===== config.mk =====
export PLATFORM = sky130hd
export DESIGN_NAME = pulse_interval_frame_encoder
export DESIGN_NICKNAME = d
export VERILOG_FILES = /design/src/rtl/pife_pkg.sv /design/src/rtl/pife_fifo.sv /design/src/rtl/pife_front.sv /design/src/rtl/pife_back.sv /design/src/rtl/pulse_interval_frame_encoder.sv
export SDC_FILE = /design/constraint.sdc
export NUM_CORES = 1
export LEC_CHECK = 0
export BUFFER_PORTS_ARGS = -buffer_cell sky130_fd_sc_hd__buf_4
export CAP_MARGIN = 5
export CORE_MARGIN = 5
export CORE_UTILIZATION = 35
export DETAILED_ROUTE_END_ITERATION = 16
export GPL_ROUTABILITY_DRIVEN = 0
export PLACE_DENSITY = 0.6
export SYNTH_ARGS = -nofsm -noshare
export SYNTH_HDL_FRONTEND = slang
export SYNTH_HIERARCHICAL = 1
export SYNTH_SLANG_ARGS = --single-unit

===== constraint.sdc =====
create_clock -name clock -period 5.8 [get_ports clock]
set_input_delay 0.29 -clock clock [delete_from_list [all_inputs] [get_ports clock]]
set_output_delay 0.29 -clock clock [all_outputs]
set_load 0.02 [all_outputs]

===== src/rtl/pife_pkg.sv =====
// Shared types and constants of the pulse-interval frame encoder.
package pife_pkg;

   localparam int CSR_INDEX_W = 3;
   localparam int TIME_W      = 16;
   localparam int BYTE_W      = 8;

   localparam logic [CSR_INDEX_W-1:0] CSR_PULSE_WIDTH     = 3'd0;
   localparam logic [CSR_INDEX_W-1:0] CSR_SHORT_SPACE     = 3'd1;
   localparam logic [CSR_INDEX_W-1:0] CSR_LONG_SPACE      = 3'd2;
   localparam logic [CSR_INDEX_W-1:0] CSR_FRAME_GAP       = 3'd3;
   localparam logic [CSR_INDEX_W-1:0] CSR_CARRIER_COMPARE = 3'd4;

   localparam logic [TIME_W-1:0] PULSE_WIDTH_RESET     = 16'd200;
   localparam logic [TIME_W-1:0] SHORT_SPACE_RESET     = 16'd600;
   localparam logic [TIME_W-1:0] LONG_SPACE_RESET      = 16'd1400;
   localparam logic [TIME_W-1:0] FRAME_GAP_RESET       = 16'd3000;
   localparam logic [TIME_W-1:0] CARRIER_COMPARE_RESET = 16'd50;

   localparam logic [BYTE_W-1:0] SYNC_BYTE = 8'hAA;

   localparam int JOB_DEPTH_DEFAULT = 2;
   localparam int RSP_DEPTH_DEFAULT = 2;

   typedef enum logic {
      OP_START = 1'b0,
      OP_DATA  = 1'b1
   } opcode_type;

   typedef struct packed {
      logic [TIME_W-1:0] burst_us;
      logic [TIME_W-1:0] short_space_us;
      logic [TIME_W-1:0] long_space_us;
      logic [TIME_W-1:0] idle_gap_us;
      logic [TIME_W-1:0] carrier_compare;
   } cfg_type;

   // One unit of work for the symbol sequencer.
   typedef struct packed {
      opcode_type        kind;
      logic [BYTE_W-1:0] data;
      logic              trailer;
      logic [BYTE_W-1:0] checksum;
   } job_type;

   typedef struct packed {
      logic [TIME_W-1:0] carrier_level;
      logic [TIME_W-1:0] pulse_us;
      logic [TIME_W-1:0] space_us;
      logic              frame_end;
      logic              last;
   } sym_type;

endpackage


===== src/rtl/pife_fifo.sv =====
// Small register queue used for jobs and for finished symbols.
module pife_fifo #(
   parameter int WIDTH = 8,
   parameter int DEPTH = 2
) (
   input  logic             clock,
   input  logic             reset,
   input  logic             push,
   input  logic [WIDTH-1:0] push_data,
   output logic             full,
   input  logic             pop,
   output logic [WIDTH-1:0] pop_data,
   output logic             empty
);

   localparam int IDX_W = (DEPTH > 1) ? $clog2(DEPTH) : 1;
   localparam int CNT_W = $clog2(DEPTH + 1);
   localparam logic [IDX_W-1:0] LAST_IDX = IDX_W'(DEPTH - 1);
   localparam logic [CNT_W-1:0] FULL_CNT = CNT_W'(DEPTH);

   logic [WIDTH-1:0] mem [DEPTH];
   logic [IDX_W-1:0] wr_ptr_ff, wr_ptr_in;
   logic [IDX_W-1:0] rd_ptr_ff, rd_ptr_in;
   logic [CNT_W-1:0] count_ff, count_in;
   logic             do_push, do_pop;

   assign full     = (count_ff == FULL_CNT);
   assign empty    = (count_ff == '0);
   assign do_push  = push && !full;
   assign do_pop   = pop && !empty;
   assign pop_data = mem[rd_ptr_ff];

   always_comb begin
      wr_ptr_in = wr_ptr_ff;
      rd_ptr_in = rd_ptr_ff;
      count_in  = count_ff;
      if (do_push) begin
         wr_ptr_in = (wr_ptr_ff == LAST_IDX) ? '0 : wr_ptr_ff + 1'b1;
      end
      if (do_pop) begin
         rd_ptr_in = (rd_ptr_ff == LAST_IDX) ? '0 : rd_ptr_ff + 1'b1;
      end
      if (do_push && !do_pop) begin
         count_in = count_ff + 1'b1;
      end else if (do_pop && !do_push) begin
         count_in = count_ff - 1'b1;
      end
   end

   always_ff @(posedge clock) begin
      if (reset) begin
         wr_ptr_ff <= '0;
         rd_ptr_ff <= '0;
         count_ff  <= '0;
      end else begin
         wr_ptr_ff <= wr_ptr_in;
         rd_ptr_ff <= rd_ptr_in;
         count_ff  <= count_in;
      end
   end

   always_ff @(posedge clock) begin
      if (do_push) begin
         mem[wr_ptr_ff] <= push_data;
      end
   end

endmodule


===== src/rtl/pife_front.sv =====
// Request classifier: tracks the open frame and turns requests into jobs.
module pife_front (
   input  logic                    clock,
   input  logic                    reset,
   input  logic                    req_accept,
   input  pife_pkg::opcode_type    req_opcode,
   input  logic [pife_pkg::BYTE_W-1:0] req_value,
   output logic                    job_push,
   output pife_pkg::job_type       job
);

   logic [pife_pkg::BYTE_W-1:0] bytes_left_ff, bytes_left_in;
   logic [pife_pkg::BYTE_W-1:0] running_sum_ff, running_sum_in;
   logic                        frame_open_ff, frame_open_in;
   logic [pife_pkg::BYTE_W-1:0] sum_next;
   logic [pife_pkg::BYTE_W-1:0] left_next;

   assign sum_next  = running_sum_ff + req_value;
   assign left_next = bytes_left_ff - 1'b1;

   always_comb begin
      bytes_left_in  = bytes_left_ff;
      running_sum_in = running_sum_ff;
      frame_open_in  = frame_open_ff;
      job_push       = 1'b0;
      job.kind       = req_opcode;
      job.data       = req_value;
      job.trailer    = 1'b0;
      job.checksum   = '0;
      if (req_accept) begin
         unique case (req_opcode)
            pife_pkg::OP_START: begin
               // Abandon any open frame; a zero length closes at once.
               job_push       = 1'b1;
               job.trailer    = (req_value == '0);
               running_sum_in = '0;
               bytes_left_in  = req_value;
               frame_open_in  = (req_value != '0);
            end
            pife_pkg::OP_DATA: begin
               // Drop data with no open frame.
               if (frame_open_ff && bytes_left_ff != '0) begin
                  job_push     = 1'b1;
                  job.trailer  = (left_next == '0);
                  job.checksum = sum_next;
                  if (left_next == '0) begin
                     running_sum_in = '0;
                     bytes_left_in  = '0;
                     frame_open_in  = 1'b0;
                  end else begin
                     running_sum_in = sum_next;
                     bytes_left_in  = left_next;
                  end
               end
            end
            default: begin
               job_push = 1'b0;
            end
         endcase
      end
   end

   always_ff @(posedge clock) begin
      if (reset) begin
         bytes_left_ff  <= '0;
         running_sum_ff <= '0;
         frame_open_ff  <= 1'b0;
      end else begin
         bytes_left_ff  <= bytes_left_in;
         running_sum_ff <= running_sum_in;
         frame_open_ff  <= frame_open_in;
      end
   end

endmodule


===== src/rtl/pife_back.sv =====
// Symbol sequencer: expands the job at the queue head into one symbol a cycle while sym_full is low.
module pife_back (
   input  logic              clock,
   input  logic              reset,
   input  pife_pkg::cfg_type cfg,
   input  logic              job_valid,
   input  pife_pkg::job_type job,
   output logic              job_pop,
   input  logic              sym_full,
   output logic              sym_push,
   output pife_pkg::sym_type sym
);

   typedef enum logic [2:0] {
      SEG_GAP,
      SEG_SYNC0,
      SEG_SYNC1,
      SEG_LEN,
      SEG_DATA,
      SEG_SUM,
      SEG_CLOSE
   } seg_type;

   seg_type    seg_ff, seg_in, cur_seg;
   logic [2:0] bit_ff, bit_in, cur_bit;
   logic       active_ff;
   logic [pife_pkg::BYTE_W-1:0] cur_byte;
   logic       cur_level_bit;

   // A fresh job starts at its first segment; a job in progress resumes.
   always_comb begin
      if (active_ff) begin
         cur_seg = seg_ff;
         cur_bit = bit_ff;
      end else begin
         cur_seg = (job.kind == pife_pkg::OP_START) ? SEG_GAP : SEG_DATA;
         cur_bit = 3'd7;
      end
   end

   always_comb begin
      unique case (cur_seg)
         SEG_SYNC0, SEG_SYNC1: cur_byte = pife_pkg::SYNC_BYTE;
         SEG_SUM:              cur_byte = job.checksum;
         default:              cur_byte = job.data;
      endcase
      cur_level_bit = cur_byte[cur_bit];
   end

   always_comb begin
      sym.carrier_level = cfg.carrier_compare;
      sym.pulse_us      = cfg.burst_us;
      sym.space_us      = cur_level_bit ? cfg.long_space_us : cfg.short_space_us;
      sym.frame_end     = 1'b0;
      sym.last          = 1'b0;
      seg_in            = cur_seg;
      bit_in            = cur_bit - 1'b1;
      unique case (cur_seg)
         SEG_GAP: begin
            sym.carrier_level = '0;
            sym.pulse_us      = cfg.idle_gap_us;
            sym.space_us      = '0;
            seg_in            = SEG_SYNC0;
            bit_in            = 3'd7;
         end
         SEG_CLOSE: begin
            sym.space_us  = '0;
            sym.frame_end = 1'b1;
            sym.last      = 1'b1;
            seg_in        = SEG_GAP;
            bit_in        = 3'd7;
         end
         SEG_SYNC0, SEG_SYNC1, SEG_LEN, SEG_DATA, SEG_SUM: begin
            if (cur_bit == 3'd0) begin
               bit_in = 3'd7;
               unique case (cur_seg)
                  SEG_SYNC0: seg_in = SEG_SYNC1;
                  SEG_SYNC1: seg_in = SEG_LEN;
                  SEG_SUM:   seg_in = SEG_CLOSE;
                  default: begin
                     seg_in   = SEG_SUM;
                     sym.last = !job.trailer;
                  end
               endcase
            end
         end
         default: begin
            seg_in = SEG_GAP;
         end
      endcase
   end

   assign sym_push = job_valid && !sym_full;
   assign job_pop  = sym_push && sym.last;

   always_ff @(posedge clock) begin
      if (reset) begin
         active_ff <= 1'b0;
         seg_ff    <= SEG_GAP;
         bit_ff    <= 3'd7;
      end else if (sym_push) begin
         active_ff <= !sym.last;
         seg_ff    <= seg_in;
         bit_ff    <= bit_in;
      end
   end

   a_pop_on_last: assert property (@(posedge clock) disable iff (reset)
      job_pop |-> (sym_push && sym.last))
      else $error("job retired without its last symbol");

   a_active_has_job: assert property (@(posedge clock) disable iff (reset)
      active_ff |-> job_valid)
      else $error("sequencer in progress with no job at the queue head");

   a_hold_on_stall: assert property (@(posedge clock) disable iff (reset)
      (active_ff && !sym_push) |=> ($stable(seg_ff) && $stable(bit_ff)))
      else $error("sequencer moved while stalled");

   a_end_is_last: assert property (@(posedge clock) disable iff (reset)
      (sym_push && sym.frame_end) |-> (sym.last && job.trailer))
      else $error("closing pulse not the final symbol of a closing job");

endmodule


===== src/rtl/pulse_interval_frame_encoder.sv =====
// Top level of the pulse-interval frame encoder for an infrared link.
//
// Each request is a start (opcode 0, value = frame length) or a payload byte
// (opcode 1). Each response is one symbol: a carrier burst at carrier_level
// for pulse_us, then carrier off for space_us. A start yields the idle gap,
// two 0xAA sync bytes and the length byte (25 symbols); a payload byte yields
// eight symbols, MSB first, with a short space for 0 and a long space for 1.
// The byte that ends a frame, or a zero-length start, also yields the 8-bit
// checksum and one closing pulse (frame_end = 1), nine symbols more. Payload
// with no open frame is taken and dropped; a start abandons an open frame.
// Timing: the symbol sequencer emits one symbol per clock while a job is
// queued and the response queue has room. The front classifier takes a
// request every cycle while the job queue has room, so it runs ahead of
// the sequencer by the queue depth; the sequencer stalls only while the
// response queue is full. A request is registered in the job queue, then
// its first symbol in the response queue, before it appears. The CSR port is
// always ready; write registers only while the block is idle.
module pulse_interval_frame_encoder #(
   parameter int JOB_DEPTH = pife_pkg::JOB_DEPTH_DEFAULT,
   parameter int RSP_DEPTH = pife_pkg::RSP_DEPTH_DEFAULT
) (
   input  logic                                clock,
   input  logic                                reset,
   // request queue side
   input  logic                                req_push,
   output logic                                req_full,
   input  logic                                req_opcode,
   input  logic [pife_pkg::BYTE_W-1:0]         req_value,
   // response queue side
   output logic                                rsp_empty,
   input  logic                                rsp_pop,
   output logic [pife_pkg::TIME_W-1:0]         rsp_carrier_level,
   output logic [pife_pkg::TIME_W-1:0]         rsp_pulse_us,
   output logic [pife_pkg::TIME_W-1:0]         rsp_space_us,
   output logic                                rsp_frame_end,
   output logic                                rsp_last,
   // register write port
   input  logic                                csr_valid,
   output logic                                csr_ready,
   input  logic [pife_pkg::CSR_INDEX_W-1:0]    csr_index,
   input  logic [pife_pkg::TIME_W-1:0]         csr_wdata
);

   localparam int JOB_W = $bits(pife_pkg::job_type);
   localparam int SYM_W = $bits(pife_pkg::sym_type);

   pife_pkg::cfg_type cfg_ff, cfg_in;
   logic              csr_write;

   logic              req_accept;
   logic              job_push, job_full, job_empty, job_pop;
   pife_pkg::job_type job_in, job_head;
   logic [JOB_W-1:0]  job_head_bits;

   logic              sym_push, sym_full;
   pife_pkg::sym_type sym, rsp_sym;
   logic [SYM_W-1:0]  rsp_bits;

   // Register file: five timing/level registers, unknown indexes ignored.
   assign csr_ready = 1'b1;
   assign csr_write = csr_valid && csr_ready;

   always_comb begin
      cfg_in = cfg_ff;
      if (csr_write) begin
         unique case (csr_index)
            pife_pkg::CSR_PULSE_WIDTH:     cfg_in.burst_us        = csr_wdata;
            pife_pkg::CSR_SHORT_SPACE:     cfg_in.short_space_us  = csr_wdata;
            pife_pkg::CSR_LONG_SPACE:      cfg_in.long_space_us   = csr_wdata;
            pife_pkg::CSR_FRAME_GAP:       cfg_in.idle_gap_us     = csr_wdata;
            pife_pkg::CSR_CARRIER_COMPARE: cfg_in.carrier_compare = csr_wdata;
            default:                       cfg_in = cfg_ff;
         endcase
      end
   end

   always_ff @(posedge clock) begin
      if (reset) begin
         cfg_ff.burst_us        <= pife_pkg::PULSE_WIDTH_RESET;
         cfg_ff.short_space_us  <= pife_pkg::SHORT_SPACE_RESET;
         cfg_ff.long_space_us   <= pife_pkg::LONG_SPACE_RESET;
         cfg_ff.idle_gap_us     <= pife_pkg::FRAME_GAP_RESET;
         cfg_ff.carrier_compare <= pife_pkg::CARRIER_COMPARE_RESET;
      end else begin
         cfg_ff <= cfg_in;
      end
   end

   // Front: accept a request whenever the job queue has room.
   assign req_full   = job_full;
   assign req_accept = req_push && !req_full;

   pife_front u_front (
      .clock      (clock),
      .reset      (reset),
      .req_accept (req_accept),
      .req_opcode (pife_pkg::opcode_type'(req_opcode)),
      .req_value  (req_value),
      .job_push   (job_push),
      .job        (job_in)
   );

   // Job queue between classifier and sequencer.
   pife_fifo #(
      .WIDTH (JOB_W),
      .DEPTH (JOB_DEPTH)
   ) u_job_fifo (
      .clock     (clock),
      .reset     (reset),
      .push      (job_push),
      .push_data (job_in),
      .full      (job_full),
      .pop       (job_pop),
      .pop_data  (job_head_bits),
      .empty     (job_empty)
   );

   assign job_head = pife_pkg::job_type'(job_head_bits);

   // Back: expand the head job into symbols.
   pife_back u_back (
      .clock     (clock),
      .reset     (reset),
      .cfg       (cfg_ff),
      .job_valid (!job_empty),
      .job       (job_head),
      .job_pop   (job_pop),
      .sym_full  (sym_full),
      .sym_push  (sym_push),
      .sym       (sym)
   );

   // Response queue: hold finished symbols until the consumer pops them.
   pife_fifo #(
      .WIDTH (SYM_W),
      .DEPTH (RSP_DEPTH)
   ) u_rsp_fifo (
      .clock     (clock),
      .reset     (reset),
      .push      (sym_push),
      .push_data (sym),
      .full      (sym_full),
      .pop       (rsp_pop),
      .pop_data  (rsp_bits),
      .empty     (rsp_empty)
   );

   assign rsp_sym           = pife_pkg::sym_type'(rsp_bits);
   assign rsp_carrier_level = rsp_sym.carrier_level;
   assign rsp_pulse_us      = rsp_sym.pulse_us;
   assign rsp_space_us      = rsp_sym.space_us;
   assign rsp_frame_end     = rsp_sym.frame_end;
   assign rsp_last          = rsp_sym.last;

endmodule


After elaboration in Yosys (flattened, before gate mapping)
Memories as Yosys holds them, arrays and structs flattened. A register that Yosys moved wholly into a read port is not among the register bits.
Cells that the tools add are included.

word-level totals
  bits in registers = 112
  latch bits = 0
  memory bits (writable) = 136
  memory bits (read-only) = 0
  input bits = 33
  output and inout port bits = 53
  word-level logic and storage cells = 140
  memories = 2

cells by class
  $add $sub $neg = 11
  $mul = 0
  div/mod/pow operators = 0
  magnitude comparators = 1
  equality and inequality tests = 14
  shift-type cells = 0
  multiplexer cells = 50
  bitwise logic cells = 1
  reduce and logical (&&, ||, !) cells = 44

memories
  name            depth  width  rd ports  clocked after Yosys merged registers in  wr ports  RTL line         RTL
  u_rsp_fifo.mem  2      50     1         1                                        1         pife_fifo.sv:21  logic [WIDTH-1:0] mem [DEPTH];
  u_job_fifo.mem  2      18     1         1                                        1         pife_fifo.sv:21

operator list
  operator             number
  $pmux 8 s2           3
  $mux 8               5
  $mux 16              2
  $mux 32              1
  $mux 1               20
  $mux 9               2
  $logic_not 8->1      2
  $reduce_bool 8->1    2
  $mux 3               5
  $eq 3x2->1 const B   4
  $eq 3x3->1 const B   4
  $logic_and 1x1->1    12
  $pmux 3 s2           2
  $reduce_and 2->1     6
  $logic_not 1->1      10
  $logic_not 3->1      3
  $pmux 3 s3           1
  $add 8x8->8          1
  $mux 2               4
  $pmux 1 s2           4
  $sub 8x1->8 const B  1
  $eq 3x1->1 const B   2
  $reduce_or 5->1      1
  $add 1x1->1 const B  4
  other kinds (13)     20

Logic depth before layout (Yosys ltp)
  word-level depth = 12
  mapped depth = 12
  mapped depth without buffers = 12

By module
Netlist, hierarchy kept.

modules (own cells, without submodules)
  module                        instances  cells each  area an instance (um^2)  seq. area each (um^2)
  pife_fifo (u_rsp_fifo)        1          181         3812.4                   3103.0
  pulse_interval_frame_encoder  1          305         3259.4                   1601.5
  pife_fifo (u_job_fifo)        1          81          1514.0                   1181.1
  pife_back                     1          193         1431.4                   140.1
  pife_front                    1          181         1421.4                   340.3

Worst setup path before layout
No wires, ideal clock.

  path kind = flip-flop to flip-flop
  from = reg u_rsp_fifo.count_ff[1]
  to = mem u_rsp_fifo/mem[1][0] (netlist bit), enable pin
  arrival time = 2.314 ns
  setup slack = 3.073 ns
  cell stages (with the launch flop) = 8
  cell sequence = dfxtp_1 nor2b_2 nand2b_1 clkbuf_1 clkinv_1 inv_1 nor2_1 and2_1

between the ends
  word-level cells in the longest chain between the ends = 6

ends and longest elaborated chain
  what                          RTL line                            RTL
  start: declaration            pife_fifo.sv:24                     logic [CNT_W-1:0] count_ff, count_in;
  start signal: assignment      pife_fifo.sv:58                     count_ff <= count_in;
  $eq 2x2->1                    pife_fifo.sv:27                     assign full = (count_ff == FULL_CNT);
  named net sym_full            pulse_interval_frame_encoder.sv:55  logic sym_push, sym_full;
  $logic_not 1->1               pife_back.sv:93                     assign sym_push = job_valid && !sym_full;
  $logic_and 1x1->1             pife_back.sv:93
  named net sym_push            pulse_interval_frame_encoder.sv:55
  $logic_and 1x1->1             pife_fifo.sv:29                     assign do_push = push && !full;
  named net u_rsp_fifo.do_push  pife_fifo.sv:25                     logic do_push, do_pop;
  $mux 1                        pife_fifo.sv:63                     if (do_push) begin
  $mux 1 (implied by the code)  pife_fifo.sv:64                     mem[wr_ptr_ff] <= push_data;
  end: declaration              pife_fifo.sv:21

The timed path passes the listed nets, and every way through them passes these cells.

Worst setup path after layout
  from = reg u_back.active_ff
  to = reg u_job_fifo.count_ff[1]

between the ends
  word-level cells in the longest chain between the ends = 11
  elaborated cells on any way between the ends = 21
  those cells by class = 6 x eq/ne; 6 x mux; 9 x reduce/logical

ends and longest elaborated chain
  what                                                RTL line                            RTL
  start: declaration                                  pife_back.sv:26                     logic active_ff;
  start signal: assignment                            pife_back.sv:102                    active_ff <= !sym.last;
  $mux 3                                              pife_back.sv:32                     if (active_ff) begin
  $eq 3x1->1 (tied with other cells)                  pife_back.sv:58, pife_back.sv:76
  $reduce_or 3->1 (no source line)                    -
  $mux 1                                              pife_back.sv:76                     unique case (cur_seg)
  $mux 1                                              pife_back.sv:74                     if (cur_bit == 3'd0) begin
  $pmux 1 s2 (*)                                      pife_back.sv:58                     unique case (cur_seg)
  $logic_and 1x1->1 (*)                               pife_back.sv:94                     assign job_pop = sym_push && sym.last;
  named net job_pop                                   pulse_interval_frame_encoder.sv:51  logic job_push, job_full, job_empty, job_pop;
  $logic_and 1x1->1 (*)                               pife_fifo.sv:30                     assign do_pop = pop && !empty;
  $logic_not 1->1                                     pife_fifo.sv:43                     if (do_push && !do_pop) begin
  $logic_and 1x1->1                                   pife_fifo.sv:43
  $mux 2 / $reduce_bool 2->1 (equally long branches)  -
  end signal: assignment                              pife_fifo.sv:58
  end: declaration                                    pife_fifo.sv:24

Mark *: on every way through the listed nets, which the timed path passes. The rest lies on a longest branch.
A chain may end at the register's enable or synchronous reset.

==> impl_results.md <==
- Worst R2R Path Depth: 11
- Maximum clock path buffer count: 3
- H-Tree Depth: 1
- Max FO, Critical Path: 16
- P&R area growth vs syn: 16.6%
- PnR Total Power: 5.25 mW
- Final setup fails: 0
- CTS sink cnt: 250
- Startpoint types: register
- CTS clk-pin slew, worst paths: 0.06 ns
- Run status: complete, no violations
- Internal: 3.73 mW
- Gr ovfl total: 0
- Die Height: 191 um
- Clock power share: 34.0%
- ANT cells: 0
- Synth area leaders: edfxtp_1 (36%), dfxtp_1 (20%), mux2i_1 (8.5%)
- Chip Width: 191 um
- Fraction of registers with async set/reset: 0%
- Tcrit/Tclk final: 58.9%
- Final Worst Setup Slack: 2.38 ns
- Clk_lat worst skew: 0.53 ns
- Peak Freq: 293 MHz
- Drt pass-1 iters: 4
- Share of cells above drive strength 1: 24.4%
- Worst hold path stage count: 3
- Worst Setup End Kind: register
- Drt total wl: 23,900 um
- Worst r2r dst: u_job_fifo/count_ff[1]$_SDFFE_PP0P_
- Mapped Nets: 989
- Max-slew violations: 0
- Drt drc: 0
- Number of synthesized flops with an enable pin: 136
- Yosys top cell by area: edfxtp_1
- Reg power frac: 41.4%
- YS warnings: 6
- First-pass GRT wire length: 38,100 um
- Worst hold path class: input port to register
- Fin crit period: 3.42 ns
- Root Driver: clkbuf_16
- Min-delay src: csr_wdata[10]
- Vias in the first global route: 7,092
- Skew final: 0.0144 ns
- RSZ-0062 raised after global routing: false
- WL per Instance: 16.2 um
- CP Class: register to register
- DR vias: 7,047
- WHS: 0.0455 ns
- CTS tree: built
- #FFs+latches synth: 250
- # nets final: 1,054
- Layout fillers: 3,099
- Worst-Margin Slew: 1.08 ns
- Post-route cell area: 13,300 sq um
- Most frequent cells in the layout: edfxtp_1 (136), dfxtp_1 (113), mux2i_1 (97)
- Logic pwr share: 24.6%
- Synth Flop Type: edfxtp_1
- Starting Density: 35.3%
- Commonest non-fill, non-tap cell in the layout: edfxtp_1
- Slew margin rel.: 27.7%
- DP Area: 12,300 sq um
- Worst path required time: 6.25 ns
- GRT Total Usage: 12.9%
- Final ANT Viol Nets: 0
- Post-Syn Instances: 941
- Sw Share: 28.9%
- Maxcap violations: 0
- Pre-CTS WS: 2.40 ns
- Sw power: 1.52 mW
- Drt via density: 4.79
- Input/output buffers: 84
- Power per cell area: 394 nW/um^2
- RR Startpoint: u_back/active_ff$_SDFFE_PP0P_
- Sum of net half-perimeters after detailed placement: 15,500 um
- Setup slack on the worst flop-to-flop path: 2.38 ns
- Final hold vios: 0
- Sequential Area: 6370 sq um
- CORE AREA: 32,400 sq um
- Multi-input logic area: 4610 sq um
- Top cell type's share of synthesized area: 35.7%
- Mapped cell area: 11,400 sq um
- Leak pwr: 5.12 nW
- Max IR drop VDD: 248 uV
- I/O pin count: 86
- Post-synthesis sequential area ratio: 55.7%
- Initial antenna violation count: 0
- Total CTS buffers: 28
- Die ar.: 36,400 sq um
- DRT iter0 DRCs: 351
- Largest net degree at the start of global routing: 77
- Critical path arrival: 3.87 ns
- End of the worst hold path: cfg_ff[42]$_SDFFE_PP1P_
- Syn_area_per_cell: 12.2 sq um
- Rows: 66
- Yosys cell types: 79
- Final TNS setup: 0 ns
sequential cells by signal (all words and copies together) (netlist names), 2 cells and up, named ones only:
| register | cells |
|---|---|
| cfg_ff | 80 |
| u_back/bit_ff | 3 |
| u_back/seg_ff | 3 |
| u_front/bytes_left_ff | 8 |
| u_front/running_sum_ff | 8 |
| u_job_fifo/count_ff | 2 |
| u_job_fifo/mem | 36 |
| u_rsp_fifo/count_ff | 2 |
| u_rsp_fifo/mem | 100 |
through the flow:
| step | util (%) | cells |
|---|---|---|
| floorplan | - | 941 |
| global placement | 38.0 | 1410 |
| detailed placement | 38.0 | 1410 |
| CTS | 41.2 | 1470 |
| global route | 41.2 | 1470 |
| finish | 41.2 | 1470 |
worst max path at each step:
stage	cells past startpoint	slack [ns]	start	to
2_1_floorplan	7	3.07	u_rsp_fifo/count_ff[1]$_SDFFE_PP0P_	u_rsp_fifo/mem[1][0]$_DFFE_PP_
3_3_place_gp	11	2.47	u_back/active_ff$_SDFFE_PP0P_	u_job_fifo/count_ff[1]$_SDFFE_PP0P_
5_1_grt	11	2.05	u_back/active_ff$_SDFFE_PP0P_	u_job_fifo/count_ff[1]$_SDFFE_PP0P_
6_report	11	2.38	u_back/active_ff$_SDFFE_PP0P_	u_job_fifo/count_ff[1]$_SDFFE_PP0P_
3_5_place_dp	11	2.40	u_back/active_ff$_SDFFE_PP0P_	u_job_fifo/count_ff[1]$_SDFFE_PP0P_
4_1_cts	11	2.38	u_back/active_ff$_SDFFE_PP0P_	u_job_fifo/count_ff[1]$_SDFFE_PP0P_
cell type report:
| class | count | area share (%) |
|---|---|---|
| multi-input cells | 605 | 34.6 |
| repair buffers | 101 | 5.84 |
| inverters | 20 | 0.563 |
| clock buffers | 39 | 6.02 |
| clock inverters | 13 | 1.11 |
| flip-flops and latches | 250 | 47.8 |
| well taps | 442 | 4.15 |
power groups by stage:
stage	Sequential, mW	Combinational [mW]	Clock (mW)
floorplan	2.18	0.891	0
global placement	2.20	1.31	0
detailed placement	2.21	1.31	0
CTS	2.17	1.32	1.84
global route	2.19	1.40	1.91
finish	2.17	1.29	1.79
cell families after synthesis:
logic type	share of synthesized area (%)
AOI/OAI and AO/OA	5.74
other	0.0328
and+or+nand+nor	14.7
muxes	16.9
buffers and inverters	4.28
DFF	55.7
xor gates and xnor gates	0.995
adders and majority gates	1.71
metal layers:
metal | share of wire (%) | vias up | global-route usage [%]
li1 | - | 3485 | -
met1 | 46 | 3403 | 17.6
met3 | 3.7 | 32 | 1.96
met5 | 0 | - | 0
met4 | 1.8 | 0 | 3.15
met2 | 48 | 127 | 21.7
cell usage after synthesis, types with 16 or more instances:
master,number
a21oi_1,31
and2_1,18
buf_2,19
clkbuf_1,21
dfxtp_1,114
edfxtp_1,136
inv_1,17
mux2_2,80
mux2i_1,97
nand2_1,49
nand2b_1,82
nor2_1,77
nor3_1,16
worst max-delay path: stages, from the launching register on:
cell and delay (ns):
dfxtp_1 0.64, clkinv_1 0.38, nor2_1 0.23, ha_1 0.16, nor2b_1 0.33, o2111ai_1 0.20
o31a_1 0.31, nor2_1 0.08, o21ai_0 0.14, ha_1 0.37, or3_1 0.35, a21oi_1 0.14
timing repair:
item,in CTS,in global routing
hold endpoints to repair,16,0
setup buffers,0,0
hold buffers,8,0
gates resized for setup,0,0
(Power assumes the default switching activity.)
